<file path="config.mk">
export PLATFORM = sky130hd
export DESIGN_NAME = compass_heading_with_hard_iron_cal
export DESIGN_NICKNAME = d
export VERILOG_FILES = /design/src/hw/rtl/chic_pkg.sv /design/src/hw/rtl/chic_ctrl.sv /design/src/hw/rtl/chic_dp.sv /design/src/hw/rtl/compass_heading_with_hard_iron_cal.sv
export SDC_FILE = /design/constraint.sdc
export NUM_CORES = 2
export LEC_CHECK = 0
export BUFFER_PORTS_ARGS = -buffer_cell sky130_fd_sc_hd__buf_4
export CORE_ASPECT_RATIO = 0.7
export CORE_MARGIN = 2
export CORE_UTILIZATION = 57
export DETAILED_ROUTE_END_ITERATION = 10
export GPL_ROUTABILITY_DRIVEN = 0
export PLACE_DENSITY_LB_ADDON = 0.2
export RECOVER_POWER = 25
export SLEW_MARGIN = 30
export SYNTH_ARGS = -nofsm -noshare
export SYNTH_HDL_FRONTEND = slang
export SYNTH_SLANG_ARGS = --single-unit
</file>
<file path="constraint.sdc">
create_clock -name clk -period 11.03 [get_ports clk]
set_input_delay 0.5515 -clock clk [delete_from_list [all_inputs] [get_ports clk]]
set_output_delay 0.5515 -clock clk [all_outputs]
set_load 0.02 [all_outputs]
</file>
<file path="src/hw/rtl/chic_pkg.sv">
// Shared types, constants and the arctangent table for the compass heading block.
package chic_pkg;

    // Fixed field widths
    localparam int SAMPLE_W = 16;
    localparam int HEAD_W   = 16;

    // Heading window and CORDIC depth
    localparam int WINDOW_LEN   = 5;
    localparam int CORDIC_STEPS = 16;
    localparam int TABLE_LEN    = 24;

    localparam int SLOT_W = (WINDOW_LEN > 1) ? $clog2(WINDOW_LEN) : 1;
    localparam int TBL_W  = $clog2(TABLE_LEN);

    // CORDIC vector width: 16-bit sample, x256 pre-scale, gain and sign headroom
    localparam int CW  = 27;
    // Angle accumulator, units of 1/25600 degree
    localparam int Z_W = 25;

    localparam logic signed [Z_W-1:0] DEG180     = 25'sd4608000;
    localparam logic signed [Z_W-1:0] DEG360     = 25'sd9216000;
    localparam logic signed [Z_W-1:0] ROUND_HALF = 25'sd128;
    localparam int                    Z_FRAC     = 8;
    localparam logic [HEAD_W-1:0]     HEAD_MOD   = 16'd36000;

    localparam logic signed [SAMPLE_W-1:0] PEAK_RST  = 16'sh8000;
    localparam logic signed [SAMPLE_W-1:0] FLOOR_RST = 16'sh7FFF;

    // Window sum and reciprocal divide by WINDOW_LEN
    localparam int SUM_W   = $clog2(WINDOW_LEN * 36000 + 1);
    localparam int DIV_SH  = SUM_W + $clog2(WINDOW_LEN);
    localparam int RECIP_W = DIV_SH + 1;
    localparam longint RECIP_VAL = ((64'd1 << DIV_SH) + WINDOW_LEN - 1) / WINDOW_LEN;
    localparam logic [RECIP_W-1:0] RECIP = RECIP_W'(RECIP_VAL);
    localparam int PROD_W  = SUM_W + RECIP_W;

    // atan(2^-i) in accumulator units, rounded
    localparam logic signed [Z_W-1:0] ATAN_TABLE [TABLE_LEN] = '{
        25'sd1152000, 25'sd680065, 25'sd359328, 25'sd182400,
        25'sd91554,   25'sd45822,  25'sd22916,  25'sd11459,
        25'sd5730,    25'sd2865,   25'sd1432,   25'sd716,
        25'sd358,     25'sd179,    25'sd90,     25'sd45,
        25'sd22,      25'sd11,     25'sd6,      25'sd3,
        25'sd1,       25'sd1,      25'sd0,      25'sd0
    };

    typedef enum logic [1:0] {
        ACT_MEASURE     = 2'd0,
        ACT_CAL_START   = 2'd1,
        ACT_CAL_COLLECT = 2'd2,
        ACT_CAL_END     = 2'd3
    } action_t;

    typedef enum logic [3:0] {
        ST_IDLE,
        ST_CORR,
        ST_PRE,
        ST_ITER,
        ST_FIX,
        ST_RND,
        ST_SUM,
        ST_DIV,
        ST_MEAN,
        ST_CAL,
        ST_EMIT
    } state_t;

    typedef struct packed {
        logic load;
        logic corr;
        logic pre;
        logic iter;
        logic fix;
        logic rnd;
        logic sum;
        logic div;
        logic mean;
        logic cal;
        logic emit;
    } cmd_t;

    typedef struct packed {
        action_t in_action;
        logic    in_good;
        logic    cordic_last;
        logic    sum_last;
    } status_t;

endpackage

</file>
<file path="src/hw/rtl/chic_ctrl.sv">
// Sequencer for the compass heading block: input/output handshake and datapath commands.
module chic_ctrl
(
    input  logic              clk,
    input  logic              rst_n,
    input  logic              in_valid,
    output logic              in_stall,
    output logic              out_valid,
    input  logic              out_stall,
    input  chic_pkg::status_t st,
    output chic_pkg::cmd_t    cmd
);

    chic_pkg::state_t state_reg;
    chic_pkg::state_t state_next;
    logic             out_valid_reg;
    logic             out_valid_next;

    always_comb
    begin
        state_next = state_reg;
        case (state_reg)
            chic_pkg::ST_IDLE:
            begin
                if (in_valid)
                begin
                    if (st.in_action == chic_pkg::ACT_MEASURE)
                    begin
                        state_next = st.in_good ? chic_pkg::ST_CORR : chic_pkg::ST_EMIT;
                    end
                    else
                    begin
                        state_next = chic_pkg::ST_CAL;
                    end
                end
            end
            chic_pkg::ST_CORR: state_next = chic_pkg::ST_PRE;
            chic_pkg::ST_PRE:  state_next = chic_pkg::ST_ITER;
            chic_pkg::ST_ITER:
            begin
                if (st.cordic_last)
                begin
                    state_next = chic_pkg::ST_FIX;
                end
            end
            chic_pkg::ST_FIX:  state_next = chic_pkg::ST_RND;
            chic_pkg::ST_RND:  state_next = chic_pkg::ST_SUM;
            chic_pkg::ST_SUM:
            begin
                if (st.sum_last)
                begin
                    state_next = chic_pkg::ST_DIV;
                end
            end
            chic_pkg::ST_DIV:  state_next = chic_pkg::ST_MEAN;
            chic_pkg::ST_MEAN: state_next = chic_pkg::ST_EMIT;
            chic_pkg::ST_CAL:  state_next = chic_pkg::ST_EMIT;
            chic_pkg::ST_EMIT:
            begin
                if (!out_valid_reg || !out_stall)
                begin
                    state_next = chic_pkg::ST_IDLE;
                end
            end
            default: state_next = chic_pkg::ST_IDLE;
        endcase
    end

    always_comb
    begin
        cmd = '0;
        case (state_reg)
            chic_pkg::ST_IDLE: cmd.load = in_valid;
            chic_pkg::ST_CORR: cmd.corr = 1'b1;
            chic_pkg::ST_PRE:  cmd.pre  = 1'b1;
            chic_pkg::ST_ITER: cmd.iter = 1'b1;
            chic_pkg::ST_FIX:  cmd.fix  = 1'b1;
            chic_pkg::ST_RND:  cmd.rnd  = 1'b1;
            chic_pkg::ST_SUM:  cmd.sum  = 1'b1;
            chic_pkg::ST_DIV:  cmd.div  = 1'b1;
            chic_pkg::ST_MEAN: cmd.mean = 1'b1;
            chic_pkg::ST_CAL:  cmd.cal  = 1'b1;
            chic_pkg::ST_EMIT: cmd.emit = !out_valid_reg || !out_stall;
            default:           cmd      = '0;
        endcase
    end

    // output word stays until taken; a fresh emit may replace a taken one
    always_comb
    begin
        if (cmd.emit)
        begin
            out_valid_next = 1'b1;
        end
        else
        begin
            out_valid_next = out_valid_reg && out_stall;
        end
    end

    always_ff @(posedge clk or negedge rst_n)
    begin
        if (!rst_n)
        begin
            state_reg     <= chic_pkg::ST_IDLE;
            out_valid_reg <= 1'b0;
        end
        else
        begin
            state_reg     <= state_next;
            out_valid_reg <= out_valid_next;
        end
    end

    assign in_stall  = (state_reg != chic_pkg::ST_IDLE);
    assign out_valid = out_valid_reg;

`ifndef NO_ASSERTIONS
    a_accept_leaves_idle: assert property (@(posedge clk) disable iff (!rst_n)
        (in_valid && !in_stall) |=> (state_reg != chic_pkg::ST_IDLE))
        else $error("accepted word did not start processing");

    a_no_overwrite: assert property (@(posedge clk) disable iff (!rst_n)
        (out_valid_reg && out_stall) |-> !cmd.emit)
        else $error("pending output word overwritten");

    a_cordic_exit: assert property (@(posedge clk) disable iff (!rst_n)
        (state_reg == chic_pkg::ST_ITER && st.cordic_last) |=> (state_reg == chic_pkg::ST_FIX))
        else $error("CORDIC did not finish after last step");
`endif

endmodule

</file>
<file path="src/hw/rtl/chic_dp.sv">
// Datapath: offset correction, iterative CORDIC heading, window mean and calibration.
module chic_dp
(
    input  logic                                clk,
    input  logic                                rst_n,
    input  chic_pkg::cmd_t                      cmd,
    output chic_pkg::status_t                   st,
    input  logic [1:0]                          action,
    input  logic signed [chic_pkg::SAMPLE_W-1:0] x_sample,
    input  logic signed [chic_pkg::SAMPLE_W-1:0] y_sample,
    input  logic                                data_ready,
    input  logic                                data_overflow,
    output logic                                sample_taken,
    output logic signed [chic_pkg::SAMPLE_W-1:0] corrected_x,
    output logic signed [chic_pkg::SAMPLE_W-1:0] corrected_y,
    output logic [chic_pkg::HEAD_W-1:0]         heading_now,
    output logic [chic_pkg::HEAD_W-1:0]         heading_smoothed,
    output logic signed [chic_pkg::SAMPLE_W-1:0] x_offset_now,
    output logic signed [chic_pkg::SAMPLE_W-1:0] y_offset_now
);

    localparam int SW = chic_pkg::SAMPLE_W;
    localparam int HW = chic_pkg::HEAD_W;
    localparam int CW = chic_pkg::CW;
    localparam int ZW = chic_pkg::Z_W;

    // latched input word
    chic_pkg::action_t    act_reg;
    logic signed [SW-1:0] xs_reg;
    logic signed [SW-1:0] ys_reg;
    logic                 taken_reg;

    // architectural state
    logic signed [SW-1:0] held_x_reg;
    logic signed [SW-1:0] held_y_reg;
    logic [HW-1:0]        heading_reg;
    logic [HW-1:0]        mean_reg;
    logic signed [SW-1:0] x_peak_reg;
    logic signed [SW-1:0] x_floor_reg;
    logic signed [SW-1:0] y_peak_reg;
    logic signed [SW-1:0] y_floor_reg;
    logic signed [SW-1:0] x_off_reg;
    logic signed [SW-1:0] y_off_reg;
    logic [HW-1:0]        window_reg [chic_pkg::WINDOW_LEN];
    logic [chic_pkg::SLOT_W-1:0] slot_reg;

    // working registers
    logic signed [CW-1:0] cx_reg;
    logic signed [CW-1:0] cy_reg;
    logic signed [ZW-1:0] z_reg;
    logic                 zero_reg;
    logic [chic_pkg::TBL_W-1:0]  step_reg;
    logic [chic_pkg::SLOT_W-1:0] sidx_reg;
    logic [chic_pkg::SUM_W-1:0]  sum_reg;
    logic [chic_pkg::PROD_W-1:0] prod_reg;

    // output word
    logic                 o_taken_reg;
    logic signed [SW-1:0] o_x_reg;
    logic signed [SW-1:0] o_y_reg;
    logic [HW-1:0]        o_head_reg;
    logic [HW-1:0]        o_mean_reg;
    logic signed [SW-1:0] o_xoff_reg;
    logic signed [SW-1:0] o_yoff_reg;

    chic_pkg::action_t    in_act;
    logic                 in_good;
    logic signed [CW-1:0] ext_x;
    logic signed [CW-1:0] ext_y;
    logic signed [CW-1:0] dx;
    logic signed [CW-1:0] dy;
    logic signed [ZW-1:0] atan_step;
    logic signed [ZW-1:0] z_round;
    logic [HW-1:0]        head_raw;
    logic [HW-1:0]        head_fin;
    logic signed [SW:0]   x_mid_sum;
    logic signed [SW:0]   y_mid_sum;
    logic signed [SW:0]   x_mid_adj;
    logic signed [SW:0]   y_mid_adj;

    assign in_act  = chic_pkg::action_t'(action);
    assign in_good = data_ready && !data_overflow;

    assign st.in_action   = in_act;
    assign st.in_good     = in_good;
    assign st.cordic_last = (step_reg == chic_pkg::TBL_W'(chic_pkg::CORDIC_STEPS - 1));
    assign st.sum_last    = (sidx_reg == chic_pkg::SLOT_W'(chic_pkg::WINDOW_LEN - 1));

    // pre-scale by 256
    assign ext_x = {{(CW-SW-8){held_x_reg[SW-1]}}, held_x_reg, 8'h00};
    assign ext_y = {{(CW-SW-8){held_y_reg[SW-1]}}, held_y_reg, 8'h00};

    assign dx        = cy_reg >>> step_reg;
    assign dy        = cx_reg >>> step_reg;
    assign atan_step = chic_pkg::ATAN_TABLE[step_reg];

    // z is non-negative here; round half up to hundredths, 36000 folds to 0
    assign z_round  = z_reg + chic_pkg::ROUND_HALF;
    assign head_raw = z_round[chic_pkg::Z_FRAC +: HW];
    assign head_fin = zero_reg ? '0 :
                      (head_raw >= chic_pkg::HEAD_MOD) ? head_raw - chic_pkg::HEAD_MOD : head_raw;

    // (max+min)/2 toward zero: add one when negative, then drop the low bit
    assign x_mid_sum = {x_peak_reg[SW-1], x_peak_reg} + {x_floor_reg[SW-1], x_floor_reg};
    assign y_mid_sum = {y_peak_reg[SW-1], y_peak_reg} + {y_floor_reg[SW-1], y_floor_reg};
    assign x_mid_adj = x_mid_sum + {{SW{1'b0}}, x_mid_sum[SW]};
    assign y_mid_adj = y_mid_sum + {{SW{1'b0}}, y_mid_sum[SW]};

    // state with defined reset values
    always_ff @(posedge clk or negedge rst_n)
    begin
        if (!rst_n)
        begin
            held_x_reg  <= '0;
            held_y_reg  <= '0;
            heading_reg <= '0;
            mean_reg    <= '0;
            x_peak_reg  <= chic_pkg::PEAK_RST;
            x_floor_reg <= chic_pkg::FLOOR_RST;
            y_peak_reg  <= chic_pkg::PEAK_RST;
            y_floor_reg <= chic_pkg::FLOOR_RST;
            x_off_reg   <= '0;
            y_off_reg   <= '0;
            slot_reg    <= '0;
            for (int i = 0; i < chic_pkg::WINDOW_LEN; i++)
            begin
                window_reg[i] <= '0;
            end
        end
        else
        begin
            if (cmd.corr)
            begin
                held_x_reg <= xs_reg - x_off_reg;
                held_y_reg <= ys_reg - y_off_reg;
            end
            if (cmd.rnd)
            begin
                heading_reg          <= head_fin;
                window_reg[slot_reg] <= head_fin;
                if (slot_reg == chic_pkg::SLOT_W'(chic_pkg::WINDOW_LEN - 1))
                begin
                    slot_reg <= '0;
                end
                else
                begin
                    slot_reg <= slot_reg + 1'b1;
                end
            end
            if (cmd.mean)
            begin
                mean_reg <= HW'(prod_reg >> chic_pkg::DIV_SH);
            end
            if (cmd.cal)
            begin
                case (act_reg)
                    chic_pkg::ACT_CAL_START:
                    begin
                        x_peak_reg  <= chic_pkg::PEAK_RST;
                        x_floor_reg <= chic_pkg::FLOOR_RST;
                        y_peak_reg  <= chic_pkg::PEAK_RST;
                        y_floor_reg <= chic_pkg::FLOOR_RST;
                    end
                    chic_pkg::ACT_CAL_COLLECT:
                    begin
                        if (taken_reg)
                        begin
                            if (xs_reg > x_peak_reg)  x_peak_reg  <= xs_reg;
                            if (xs_reg < x_floor_reg) x_floor_reg <= xs_reg;
                            if (ys_reg > y_peak_reg)  y_peak_reg  <= ys_reg;
                            if (ys_reg < y_floor_reg) y_floor_reg <= ys_reg;
                        end
                    end
                    chic_pkg::ACT_CAL_END:
                    begin
                        x_off_reg <= x_mid_adj[SW:1];
                        y_off_reg <= y_mid_adj[SW:1];
                    end
                    default:
                    begin
                        x_off_reg <= x_off_reg;
                    end
                endcase
            end
        end
    end

    // scratch and output word, no reset needed
    always_ff @(posedge clk)
    begin
        if (cmd.load)
        begin
            act_reg   <= in_act;
            xs_reg    <= x_sample;
            ys_reg    <= y_sample;
            taken_reg <= in_good && (in_act == chic_pkg::ACT_MEASURE ||
                                     in_act == chic_pkg::ACT_CAL_COLLECT);
        end
        if (cmd.pre)
        begin
            zero_reg <= (held_x_reg == '0) && (held_y_reg == '0);
            step_reg <= '0;
            if (held_x_reg[SW-1])
            begin
                cx_reg <= -ext_x;
                cy_reg <= -ext_y;
                z_reg  <= chic_pkg::DEG180;
            end
            else
            begin
                cx_reg <= ext_x;
                cy_reg <= ext_y;
                z_reg  <= '0;
            end
        end
        if (cmd.iter)
        begin
            step_reg <= step_reg + 1'b1;
            if (!cy_reg[CW-1])
            begin
                cx_reg <= cx_reg + dx;
                cy_reg <= cy_reg - dy;
                z_reg  <= z_reg + atan_step;
            end
            else
            begin
                cx_reg <= cx_reg - dx;
                cy_reg <= cy_reg + dy;
                z_reg  <= z_reg - atan_step;
            end
        end
        if (cmd.fix)
        begin
            if (z_reg[ZW-1])
            begin
                z_reg <= z_reg + chic_pkg::DEG360;
            end
        end
        if (cmd.rnd)
        begin
            sum_reg  <= '0;
            sidx_reg <= '0;
        end
        if (cmd.sum)
        begin
            sum_reg  <= sum_reg + chic_pkg::SUM_W'(window_reg[sidx_reg]);
            sidx_reg <= sidx_reg + 1'b1;
        end
        if (cmd.div)
        begin
            prod_reg <= chic_pkg::PROD_W'(sum_reg) * chic_pkg::PROD_W'(chic_pkg::RECIP);
        end
        if (cmd.emit)
        begin
            o_taken_reg <= taken_reg;
            o_x_reg     <= held_x_reg;
            o_y_reg     <= held_y_reg;
            o_head_reg  <= heading_reg;
            o_mean_reg  <= mean_reg;
            o_xoff_reg  <= x_off_reg;
            o_yoff_reg  <= y_off_reg;
        end
    end

    assign sample_taken     = o_taken_reg;
    assign corrected_x      = o_x_reg;
    assign corrected_y      = o_y_reg;
    assign heading_now      = o_head_reg;
    assign heading_smoothed = o_mean_reg;
    assign x_offset_now     = o_xoff_reg;
    assign y_offset_now     = o_yoff_reg;

`ifndef NO_ASSERTIONS
    a_heading_range: assert property (@(posedge clk) disable iff (!rst_n)
        heading_reg < chic_pkg::HEAD_MOD)
        else $error("heading out of range");

    a_mean_range: assert property (@(posedge clk) disable iff (!rst_n)
        mean_reg < chic_pkg::HEAD_MOD)
        else $error("window mean out of range");

    a_slot_range: assert property (@(posedge clk) disable iff (!rst_n)
        {1'b0, slot_reg} < (chic_pkg::SLOT_W + 1)'(chic_pkg::WINDOW_LEN))
        else $error("window slot beyond window length");
`endif

endmodule

</file>
<file path="src/hw/rtl/compass_heading_with_hard_iron_cal.sv">
// Top level: compass heading with hard-iron calibration, sequencer plus datapath.
//
//  channel | handshake            | payload
//  --------+----------------------+------------------------------------------------
//  in      | in_valid / in_stall  | action, x_sample, y_sample, data_ready,
//          |                      | data_overflow
//  out     | out_valid / out_stall| sample_taken, corrected_x, corrected_y,
//          |                      | heading_now, heading_smoothed, x_offset_now,
//          |                      | y_offset_now
//
// One output word per input word, in order.
// A good measure word is worked on from accept to the next accept with one CORDIC
// micro-rotation a cycle, then one window entry a cycle into the mean sum, then
// a reciprocal multiply for the divide by WINDOW_LEN.
// in_stall is high while a word is being worked on; the next word is taken while the
// previous result still sits unclaimed in the output register.
// A full output register under out_stall holds the sequencer before it emits.
// rst_n is asynchronous: window cleared, extrema to their sentinels, offsets to zero.
module compass_heading_with_hard_iron_cal
(
    input  logic                                clk,
    input  logic                                rst_n,

    input  logic                                in_valid,
    output logic                                in_stall,
    input  logic [1:0]                          action,
    input  logic signed [chic_pkg::SAMPLE_W-1:0] x_sample,
    input  logic signed [chic_pkg::SAMPLE_W-1:0] y_sample,
    input  logic                                data_ready,
    input  logic                                data_overflow,

    output logic                                out_valid,
    input  logic                                out_stall,
    output logic                                sample_taken,
    output logic signed [chic_pkg::SAMPLE_W-1:0] corrected_x,
    output logic signed [chic_pkg::SAMPLE_W-1:0] corrected_y,
    output logic [chic_pkg::HEAD_W-1:0]         heading_now,
    output logic [chic_pkg::HEAD_W-1:0]         heading_smoothed,
    output logic signed [chic_pkg::SAMPLE_W-1:0] x_offset_now,
    output logic signed [chic_pkg::SAMPLE_W-1:0] y_offset_now
);

    // commands down, status up; nothing else crosses between the two halves
    chic_pkg::cmd_t    cmd;
    chic_pkg::status_t st;

    chic_ctrl u_ctrl
    (
        .clk       (clk),
        .rst_n     (rst_n),
        .in_valid  (in_valid),
        .in_stall  (in_stall),
        .out_valid (out_valid),
        .out_stall (out_stall),
        .st        (st),
        .cmd       (cmd)
    );

    // offset subtract, CORDIC, window mean, extrema tracking and the output word
    chic_dp u_dp
    (
        .clk              (clk),
        .rst_n            (rst_n),
        .cmd              (cmd),
        .st               (st),
        .action           (action),
        .x_sample         (x_sample),
        .y_sample         (y_sample),
        .data_ready       (data_ready),
        .data_overflow    (data_overflow),
        .sample_taken     (sample_taken),
        .corrected_x      (corrected_x),
        .corrected_y      (corrected_y),
        .heading_now      (heading_now),
        .heading_smoothed (heading_smoothed),
        .x_offset_now     (x_offset_now),
        .y_offset_now     (y_offset_now)
    );

endmodule
</file>
# --- Word-level counts from Yosys, hierarchy flattened ---
# Memories as Yosys holds them, arrays and structs flattened.
# Index checks and enable logic that the tools add are counted.
op_classes:
  addsub: 21
  mul: 1
  n_div: 0
  magnitude_cmp: 9
  n_eq_ne: 26
  n_shift: 2
  n_mux: 62
  bitwise_logic: 3
  n_reduce_logical: 25
ops:
  columns: ["op", "n"]
  rows:
  - ["2-to-1 mux 27 bit", 8]
  - ["2-to-1 mux 16 bit", 13]
  - ["2-to-1 mux 25 bit", 7]
  - ["case mux 16 bit (2 select lines)", 4]
  - ["bitwise mux 80 bit", 1]
  - ["adder 27 bit", 2]
  - ["negation 24 -> 27 bit", 2]
  - [">>> shifter 27 x 5 -> 27 bit", 2]
  - ["subtractor 27 bit", 2]
  - ["binary-select mux 16 bit (select 3 bit)", 1]
  - ["demux 16 bit (select 3 bit)", 1]
  - ["case mux 4 bit (10 select lines)", 1]
  - ["multiplier 18 x 19 -> 37 bit (second input constant)", 1]
  - ["2-to-1 mux 18 bit", 2]
  - ["adder 16 x 16 -> 17 bit", 2]
  - ["adder 17 x 1 -> 17 bit", 2]
  - ["> comparator 16 bit", 2]
  - ["logical NOT 16 bit", 2]
  - ["less-than comparator 16 bit", 2]
  - ["subtractor 16 bit", 2]
  - ["adder 25 bit", 1]
  - ["adder 25 bit (second input constant)", 1]
  - ["subtractor 25 bit", 1]
  - ["adder 24 x 9 -> 24 bit (second input constant)", 1]
  - ["other kinds (35)", 86]
word_totals:
  regBits: 523
  latch_bits: 0
  ram_bits: 0
  rom_bits: 800
  input_bits: 40
  output_inout_bits: 99
  wordCells: 187
  mem_count: 1
mem_list:
  columns: ["name", "depth", "word_bits", "read_ports", "rd_clocked_by_memory_dff", "write_ports", "line", "source"]
  rows:
  - ["(name not given)", 32, 25, 1, 0, 0, "chic_dp.sv:95", "assign atan_step = chic_pkg::ATAN_TABLE[step_reg];"]

# --- Logic depth before layout (Yosys ltp) ---
depth:
  word_depth: 9
  ltp_mapped: 26
  ltp_nobuf: 22

# --- Modules after synthesis ---
# A second synthesis with hierarchy kept.
hier_totals:
  hier_cells: 4003
  area_unflattened_um2: 39190.1
by_module_without_submodules:
  columns: ["mod", "instances", "cells_each", "area_each_um2", "seq_area_each_um2"]
  rows:
  - ["chic_dp", 1, 3948, 38764.7, 13628.1]
  - ["chic_ctrl", 1, 55, 425.4, 125.1]

# --- Worst setup path before layout ---
# Ideal clock, no wire load.
synth_path:
  path_kind: "register -> register"
  from: "register u_ctrl.state_reg[1]"
  to: "register u_dp.o_x_reg[0], in the netlist u_dp.corrected_x[0] (enable)"
  setup_time_ns: 0.692
  arrival_time_ns: 7.895
  required_ns: 10.338
  slack_ns: 2.443
  path_stages_with_launch: 4
  path_buffers: 1
  synth_period_minus_slack_ns: 8.587
  path_cell_list: "dfrtp_1 -> clkbuf_1 -> nand2b_1 -> nor3b_1"
synth_lines:
  columns: ["element", "line", "source"]
  rows:
  - ["start: declaration", "chic_ctrl.sv:14", "chic_pkg::state_t state_reg;"]
  - ["start signal: assignment", "chic_ctrl.sv:105", "state_reg <= chic_pkg::ST_IDLE;"]
  - ["start signal: assignment", "chic_ctrl.sv:110", "state_reg <= state_next;"]
  - ["end signal: assignment", "chic_dp.sv:256", "o_x_reg <= held_x_reg;"]
  - ["end: declaration", "chic_dp.sv:59", "logic signed [SW-1:0] o_x_reg;"]

# --- Worst setup path after layout ---
layout_path:
  from: "register u_dp.sum_reg[3] (netlist name)"
  to: "register u_dp.prod_reg[36] (netlist name), data pin"
layout_via:
  elab_chain_cells: 1
layout_rtl:
  columns: ["element", "line", "source"]
  rows:
  - ["start: declaration", "chic_dp.sv:54", "logic [chic_pkg::SUM_W-1:0] sum_reg;"]
  - ["start signal: assignment", "chic_dp.sv:246", "sum_reg <= sum_reg + chic_pkg::SUM_W'(window_reg[sidx_reg]);"]
  - ["multiplier 18 x 19 -> 37 bit", "chic_dp.sv:251", "prod_reg <= chic_pkg::PROD_W'(sum_reg) * chic_pkg::PROD_W'(chic_pkg::RECIP);"]
  - ["end signal: assignment", "chic_dp.sv:251", null]
  - ["end: declaration", "chic_dp.sv:55", "logic [chic_pkg::PROD_W-1:0] prod_reg;"]
# Every way passes these cells.
# A chain may end at the register's enable or synchronous reset.

==> results.sh <==
export IMPL_run_status="finished with violations"
export IMPL_violations="max-capacitance violations, max-slew violations"
export IMPL_yosys_top_cells_area="edfxtp_1, dfrtp_1, ha_1"
export IMPL_initial_utilization=0.579
export IMPL_drive_gt1_frac=0.112
export IMPL_worstHoldPathType="input port to flip-flop"
export IMPL_ioPinCount=139
export IMPL_netlist_instances=4113
export IMPL_die_height_microns=225
export IMPL_drv_slew=92
export IMPL_avgRoutedWirePerCell_microns=20.3
export IMPL_cts_made_buffers=51
export IMPL_crit_family="adder cells"
export IMPL_slew_headroom=-2.32
export IMPL_post_cts_setup_buffer_count=0
export IMPL_antenna_left=0
export IMPL_synthesis_nets=4625
export IMPL_drt_iter0_drc=3164
export IMPL_r2r_setup_slack_ns=4.02
export IMPL_gr_total_overflow=0
export IMPL_layout_nets=4692
export IMPL_grt_pass1_wl_microns=165000
export IMPL_vias=31500
export IMPL_syn_to_final_growth_pct=8.95
export IMPL_clkLatencyLatePin_ns=0.64
export IMPL_antenna_found_initial=0
export IMPL_clk_path_buf_depth=3
export IMPL_fp_coreArea_sq_um=68600
export IMPL_synthArstFlopShare=0.494
export IMPL_cts_sink_count=502
export IMPL_die_area_sq_um=71800
export IMPL_seq_area_frac_synth=0.346
export IMPL_critical_path_max_stage_delay_ns=0.59
export IMPL_endpoint_kind="flip-flop"
export IMPL_syn_cell_area_sq_um=39700
export IMPL_largest_register_ffs=80
export IMPL_die_w_microns=319
export IMPL_clkTransAtPathRegs_ns=0.07
export IMPL_setup_viol=0
export IMPL_synth_edf_count=242
export IMPL_yosysUniqueCellTypes=120
export IMPL_fin_setup_tns_ns=0
export IMPL_synth_most_common_cell="nand2_1"
export IMPL_antenna_cells=0
export IMPL_yosysWarnings=0
export IMPL_finalClockSkew_ns=0.0491
export IMPL_syn_area_per_cell_sq_um=9.65
export IMPL_synth_top_family_by_area="adder cells"
export IMPL_hold_viol_final=0
export IMPL_worst_pin_slew_ns=4.98
export IMPL_arrival_ns=7.41
export IMPL_rsz0062_at_grt="false"
export IMPL_portBuffers=138
export IMPL_synth_adder_area_share=0.169
export IMPL_cp_buffers_inverters=4
export IMPL_dp_slack_ns=4.03
export IMPL_timing_final_ws_setup_ns=4.02
export IMPL_synth_top_area_frac=0.183
export IMPL_grt_usage=0.289
export IMPL_fmax_mhz=143
export IMPL_cp_start_kind="flip-flop"
export IMPL_crit_type="flip-flop to flip-flop"
export IMPL_grt_max_degree=158
export IMPL_slowest_stage="fa_1"
export IMPL_synth_compound_area_frac=0.164
export IMPL_cap_viol_max_count=1
export IMPL_required_ns=11.43
export IMPL_cts_tree="built"
export IMPL_cp_max_fo=6
export IMPL_rows=80
export IMPL_drc=0
export IMPL_cp_common_cell="fa_1"
export IMPL_muxShareOfSynthArea=0.0686
export IMPL_drt_first_pass_iters=5
export IMPL_viasPerCell=6.14
export IMPL_synth_xor_area_frac=0.0563
export IMPL_synth_ff_type="edfxtp_1"
export IMPL_finalWirelength_microns=104000
export IMPL_critical_path_cell_chain="ha_1, fa_1, inv_1, fa_1, fa_1, inv_1, fa_1, inv_1, fa_1, inv_1, ha_1, a211o_1, a2111oi_0, o31ai_1, a41o_1, o2111ai_1, o21ai_0, o2111a_1, a211o_1, a22o_1"
export IMPL_synth_top_cells_by_count="nand2_1, inv_1, ha_1"
export IMPL_synth_top_area_cell="edfxtp_1"
export IMPL_synth_seq_cells=502
export IMPL_fin_crit_sh=0.636
export IMPL_h_tree_depth=2
export IMPL_hold_ws_ns=0.113
export IMPL_root_buffer="clkbuf_16"
export IMPL_yosys_area_share_simple=0.141
export IMPL_fin_crit_ns=7.01
export IMPL_grt_pass1_vias=29300
export IMPL_dp_hpwl_microns=77000
-- cell type report --
class                           instances  area [sq um]
Clock buffer                           62          1390
Tap cell                              902          1130
Multi-Input combinational cell       3062         23800
Inverter                              389          1460
Sequential cell                       502         13800
Timing Repair Buffer                  174          1330
Fill cell                            5581         25300
Clock inverter                         34           370
-- worst register-to-register path, cell delays in order, from the launching register on --
cell and delay, ns:
edfxtp_1 0.51, ha_1 0.43, fa_1 0.59, inv_1 0.09
fa_1 0.53, fa_1 0.56, inv_1 0.06, fa_1 0.53
inv_1 0.06, fa_1 0.54, inv_1 0.04, ha_1 0.30
a211o_1 0.27, a2111oi_0 0.36, o31ai_1 0.19, a41o_1 0.35
o2111ai_1 0.29, o21ai_0 0.29, o2111a_1 0.35, a211o_1 0.29
a22o_1 0.17
-- logic make-up after synthesis --
group / Yosys count
AND/OR/NAND/NOR: 1176
AO/OA/AOI/OAI: 993
buffers and inverters: 549
flip-flops: 502
adder cells (fa/ha/maj): 472
XOR/XNOR: 252
multiplexers: 169
-- cell usage in the layout, fill, tap and decap left out, types with 14 or more instances in the layout --
| master | Yosys | final |
|---|---|---|
| nand2_1 | 399 | 395 |
| and2_1 | 27 | 27 |
| fa_1 | 107 | 107 |
| nand3_1 | 67 | 64 |
| nor3_1 | 85 | 84 |
| xnor2_1 | 147 | 147 |
| or3_1 | 19 | 19 |
| a211o_1 | 14 | 14 |
| nor2b_1 | 52 | 52 |
| xor2_1 | 103 | 103 |
| ha_1 | 365 | 365 |
| a22o_1 | 37 | 37 |
| or2_2 | 17 | 17 |
| a21oi_1 | 209 | 207 |
| nor2_1 | 308 | 308 |
| dfrtp_1 | 216 | 216 |
| nand4_1 | 31 | 31 |
| o211ai_1 | 15 | 15 |
| a211oi_1 | 27 | 27 |
| mux4_2 | 70 | 70 |
| a22oi_1 | 15 | 15 |
| buf_4 | 6 | 133 |
| o31ai_1 | 78 | 78 |
| nor4_1 | 23 | 22 |
| mux2_2 | 40 | 40 |
| edfxtp_1 | 242 | 242 |
| a21o_1 | 69 | 69 |
| clkbuf_16 | 0 | 53 |
| o22a_1 | 17 | 17 |
| o22ai_1 | 36 | 36 |
| a31oi_1 | 36 | 36 |
| mux2i_1 | 47 | 47 |
| dfstp_2 | 32 | 32 |
| o21ai_0 | 255 | 255 |
| clkbuf_4 | 1 | 32 |
| and3_1 | 38 | 36 |
| inv_1 | 385 | 384 |
| nand2b_1 | 38 | 38 |
| o21a_1 | 38 | 38 |
-- worst paths after layout --
path / from / to / cells after the start
setup / recovery: u_dp.sum_reg[3] / u_dp.prod_reg[36] / 20
hold / removal: y_sample[7] / u_dp.ys_reg[7] / 1
setup reg to reg: u_dp.sum_reg[3] / u_dp.prod_reg[36] / 20
hold reg to reg: u_dp.heading_reg[4] / u_dp.heading_now[4] / 0
max in group asynchronous: rst_n / u_dp.window_reg[12] / 2
min in group asynchronous: rst_n / u_dp.window_reg[54] / 2
-- routing by layer --
metal | up-vias | wire length [microns] | GRT usage
li1 | 14900 | - | -
met1 | 15200 | 50000 | 0.459
met2 | 1264 | 41900 | 0.397
met3 | 126 | 10500 | 0.0713
met4 | 0 | 1660 | 0.0557
met5 | - | 0 | 0
-- metrics by stage --
stage               std cells   util  area [sq um]
floorplan                4113      -         39700
finish                   5125  0.631         43300
CTS                      5124  0.631         43300
global placement         5027  0.605         41500
detailed placement       5027  0.605         41500
global route             5125  0.631         43300
-- timing repair --
action / CTS / global route
hold endpoints to repair: 85 / 0
hold buffers: 1 / 0
resized for setup: 0 / 0
Power is not shown: default switching activity piles up to over one toggle a cycle in this logic, so the estimate is an artifact.
